[config.mk]
export PLATFORM = sky130hd
export DESIGN_NAME = osm_cell
export DESIGN_NICKNAME = d
export VERILOG_FILES = /design/src/osm_pkg.sv /design/src/osm_cell.sv
export SDC_FILE = /design/constraint.sdc
export NUM_CORES = 1
export LEC_CHECK = 0
export BUFFER_PORTS_ARGS = -buffer_cell sky130_fd_sc_hd__buf_2
export CORE_ASPECT_RATIO = 0.8
export CORE_MARGIN = 4
export CORE_UTILIZATION = 36
export CTS_CLUSTER_SIZE = 12
export DETAILED_ROUTE_END_ITERATION = 10
export PLACE_DENSITY = 0.7
export SLEW_MARGIN = 0
export SYNTH_ARGS = -nofsm -noshare
export SYNTH_HDL_FRONTEND = slang
export SYNTH_SLANG_ARGS = --single-unit
[constraint.sdc]
create_clock -name clk -period 6.2 [get_ports clk]
set_input_delay 0.93 -clock clk [delete_from_list [all_inputs] [get_ports clk]]
set_output_delay 0.93 -clock clk [all_outputs]
set_load 0.05 [all_outputs]
[src/osm_pkg.sv]
package osm_pkg;

	typedef logic signed [31:0] word_t;
	typedef logic [1:0] stat_t;

	// operation codes of the cmd field
	localparam logic CMD_INSERT = 1'b0;
	localparam logic CMD_GET    = 1'b1;

	// result status codes
	localparam stat_t STAT_OK      = 2'd0;
	localparam stat_t STAT_RANGE   = 2'd1;
	localparam stat_t STAT_DROPPED = 2'd2;

	// values per first-level group of the readout tree
	localparam int GROUP = 16;

	// insert broadcast from the top level to every cell
	typedef struct packed {
		logic  ins_en;
		word_t ins_val;
	} cell_ctl_t;

endpackage

[src/osm_cell.sv]
module osm_cell #(
	parameter int IDX = 0,
	parameter int CW  = 9,
	parameter int RW  = 10
) (
	input  logic               clk,
	input  osm_pkg::cell_ctl_t ctl,
	input  logic [CW-1:0]      count,
	input  logic [RW-1:0]      rank,
	input  logic               prev_gt,
	input  osm_pkg::word_t     prev_val,
	output logic               gt,
	output osm_pkg::word_t     val,
	output osm_pkg::word_t     sel_val
);

	osm_pkg::word_t val_q;
	logic           occupied;
	logic           at_tail;

	// locate this cell against the fill level
	assign occupied = (CW'(IDX) < count);
	assign at_tail  = (CW'(IDX) == count);
	assign gt       = occupied && (val_q > ctl.ins_val);
	assign val      = val_q;

	// drive the held value only when this cell holds the requested rank
	assign sel_val = (rank == RW'(IDX + 1)) ? val_q : '0;

	// shift up when the left neighbor is greater, else take the new value at its slot
	always_ff @(posedge clk) begin
		if (ctl.ins_en) begin
			if (prev_gt) begin
				val_q <= prev_val;
			end else if (gt || at_tail) begin
				val_q <= ctl.ins_val;
			end
		end
	end

endmodule

==> results.py <==
metrics = {
    "clock_network": {
        "cts_sinks": 32,
        "cts_hold_buf": 0,
        "cts_buffer_depth": 2,
        "htreeDepth": 2,
        "clock_latency_ns": 0.27,
        "cts_tree": "yes",
        "postCtsSetupRepairBufs": 0,
        "cts_root_buffer": "clkbuf_8",
        "cts_buffers": 5,
        "cts_resized": 0,
        "path_clk_slew_ns": 0.07,
    },
    "floorplan": {
        "start_util_pct": 37.0,
        "rows": 26,
        "die_w_um": 98.5,
        "io_pins": 151,
        "dieHeight_um": 80.4,
        "core_um2": 6380,
        "dieArea_um2": 7920,
    },
    "sta": {
        "rsz0062_at_grt": "no",
        "setup_tns_ns": 0,
        "finalCritPeriodShare_pct": 65.9,
        "max_freq_ghz": 0.245,
        "setup_violations": 0,
        "period_needed_ns": 4.09,
        "slew_viol_final": 0,
        "slew_headroom_pct": 26.0,
        "skew_ns": 0.00862,
        "tightest_slew_ns": 1.11,
        "hold_viol_final": 0,
    },
    "global_route": {
        "grt_max_degree": 65,
        "grt_usage_pct": 16.4,
        "grt_pass1_vias": 2134,
        "grt_pass1_wl_um": 10300,
        "grt-ovfl-total": 0,
        "antenna_found_initial": 0,
    },
    "critical_path": {
        "reg2regPathDepth": 7,
        "end_kind": "output pin",
        "crit_top_cell": "buf_2",
        "rr_endpoint": "val[19]$_DFFE_PP_",
        "rr_startpoint": "val[14]$_DFFE_PP_",
        "critPathSlowestCell": "or4b_4",
        "crit_chain": "buf_2 -> inv_1 -> ha_1 -> nand4_1 -> nor2_1 -> a221o_1 -> o31a_1 -> or4b_4 -> nand2_1 -> buf_2",
        "max_stage_delay_ns": 0.54,
        "worstPathMaxFanout": 3,
        "required_ns": 5.27,
        "r2r_slack_ns": 2.71,
        "critical_path_class": "in2out",
        "arrival_ns": 3.16,
        "start_kind": "input port",
    },
    "pwr": {
        "swShare_pct": 36.1,
        "power.clock.fraction_pct": 23.2,
        "comb_power_share_pct": 33.0,
        "seq_power_share_pct": 43.8,
        "power_density_nw_per_um2": 193,
        "peakVddDrop_uv": 108,
        "p_int_w": 0.000407,
        "p_leak_nw": 1.73,
        "switchingPower_w": 0.000230,
    },
    "logic_synthesis": {
        "synth-async-reset-ratio_pct": 0,
        "synth_enable_flop_cells": 32,
        "yosysWarnings": 0,
        "syn_avg_cell_area_um2": 8.97,
        "ys_seq_area_share_pct": 40.7,
        "yosys_register_bits": 32,
        "synth_area_um2": 2360,
        "synthFlopType": "edfxtp_1",
        "yosysUniqueCellTypes": 28,
        "synth_nets": 381,
        "syn_inst": 263,
    },
    "hold_path": {
        "min_path_cells": 3,
        "min_to": "val[2]$_DFFE_PP_",
        "min_from": "prev_val[2]",
        "hp-class": "in2reg",
    },
    "placed_design": {
        "post_dp_cell_area_um2": 3210,
        "io_buffer_count": 150,
        "gp_congestion": 0.811,
        "dp_hpwl_um": 5470,
    },
    "layout": {
        "antenna_cells": 0,
        "final_common_cell": "buf_2",
        "layout_common_cells": "150 x buf_2, 39 x nand2_1, 34 x o21ai_0, 33 x inv_1",
        "largest_reg_flops": 32,
        "drive_above_1_share_pct": 39.6,
        "area_delta_synth_final_pct": 39.4,
        "fin_area_um2": 3290,
        "fin_nets": 530,
    },
    "routing": {
        "via_per_inst": 4.77,
        "first_pass_iters": 4,
        "routed_wl_um": 6710,
        "vias": 2365,
        "ant_nets": 0,
        "drt-initial-drc-count": 91,
        "avgRoutedWirePerCell_um": 13.5,
        "drc": 0,
    },
    "run": {
        "maxCapViolations": 0,
    },
    "run_status": {
        "status": "finished, final reports clean",
    },
}
## cell usage after synthesis (2+ instances only)
cell	n	area share [%]
edfxtp_1	32	41
o211ai_1	3	0.95
and2_1	32	8.5
ha_1	32	17
nor4_1	4	1.1
a21oi_1	12	2.5
clkbuf_1	9	1.4
nand2_1	39	6.2
o21ai_0	34	7.2
inv_1	33	5.2
nor2_1	6	0.95
nand4_1	8	2.1
a31oi_1	2	0.53
nand3_1	3	0.64
## cell families (layout without fill, tap and decap cells)
kind of cell	after synthesis	after routing	share of synthesized area, %
and+or+nand+nor	97	97	21.3
DFF	32	32	40.7
buffers and inverters	43	192	6.84
muxes	1	1	0.477
AOI/OAI and AO/OA	58	58	13.7
adders and majority gates	32	32	17.0
## worst max-delay path by stage
stage,to,from,depth (start not counted),slack [ns]
3_3_place_gp,val[5]$_DFFE_PP_,ctl[14],9,2.12
2_1_floorplan,val[0]$_DFFE_PP_,ctl[14],8,1.33
6_report,gt,ctl[14],10,2.11
3_5_place_dp,val[21]$_DFFE_PP_,ctl[14],9,2.07
5_1_grt,gt,ctl[7],10,2.01
4_1_cts,gt,ctl[14],10,2.12
## power by group through the flow
stage	Sequential [W]	Clock [W]	Combinational [W]
floorplan	0.000345	0	0.0000781
global placement	0.000283	0	0.000208
detailed placement	0.000284	0	0.000211
CTS	0.000279	0.000152	0.000212
global route	0.000282	0.000161	0.000231
finish	0.000279	0.000148	0.000210
## stage by stage
step                hold slack (ns)  util (%)  total power [W]  instances  setup slack (ns)
finish                        0.933      51.6         0.000637        496              2.11
global route                  0.937      51.6         0.000674        496              2.01
CTS                           0.924      51.6         0.000643        496              2.12
detailed placement             1.21      50.4         0.000495        489              2.07
global placement               1.21      50.4         0.000491        489              2.12
floorplan                      1.12         -         0.000423        263              1.33
## routing by layer
metal,up-vias,track usage (%),wire [um]
met3,6,3.56,474
met2,93,26.7,3130
met1,1051,22.3,3030
li1,1215,-,-
met4,0,3.96,74
met5,-,0,0
## critical path, delay by kind of cell
kind	cells	cell delay, ns
AO/OA/AOI/OAI	2	0.65
adder cells (fa/ha/maj)	1	0.33
buffers and inverters	3	0.38
AND/OR/NAND/NOR	4	0.85
## layout make-up
type                            count  area [um2]
Inverter                           33         124
Fill cell                         618        3090
Tap cell                           84         105
Multi-Input combinational cell    188        1260
Clock inverter                      2        7.51
Clock buffer                        5        68.8
Timing Repair Buffer              152         766
Sequential cell                    32         961
No activity file was read; power rests on OpenSTA's default activity.
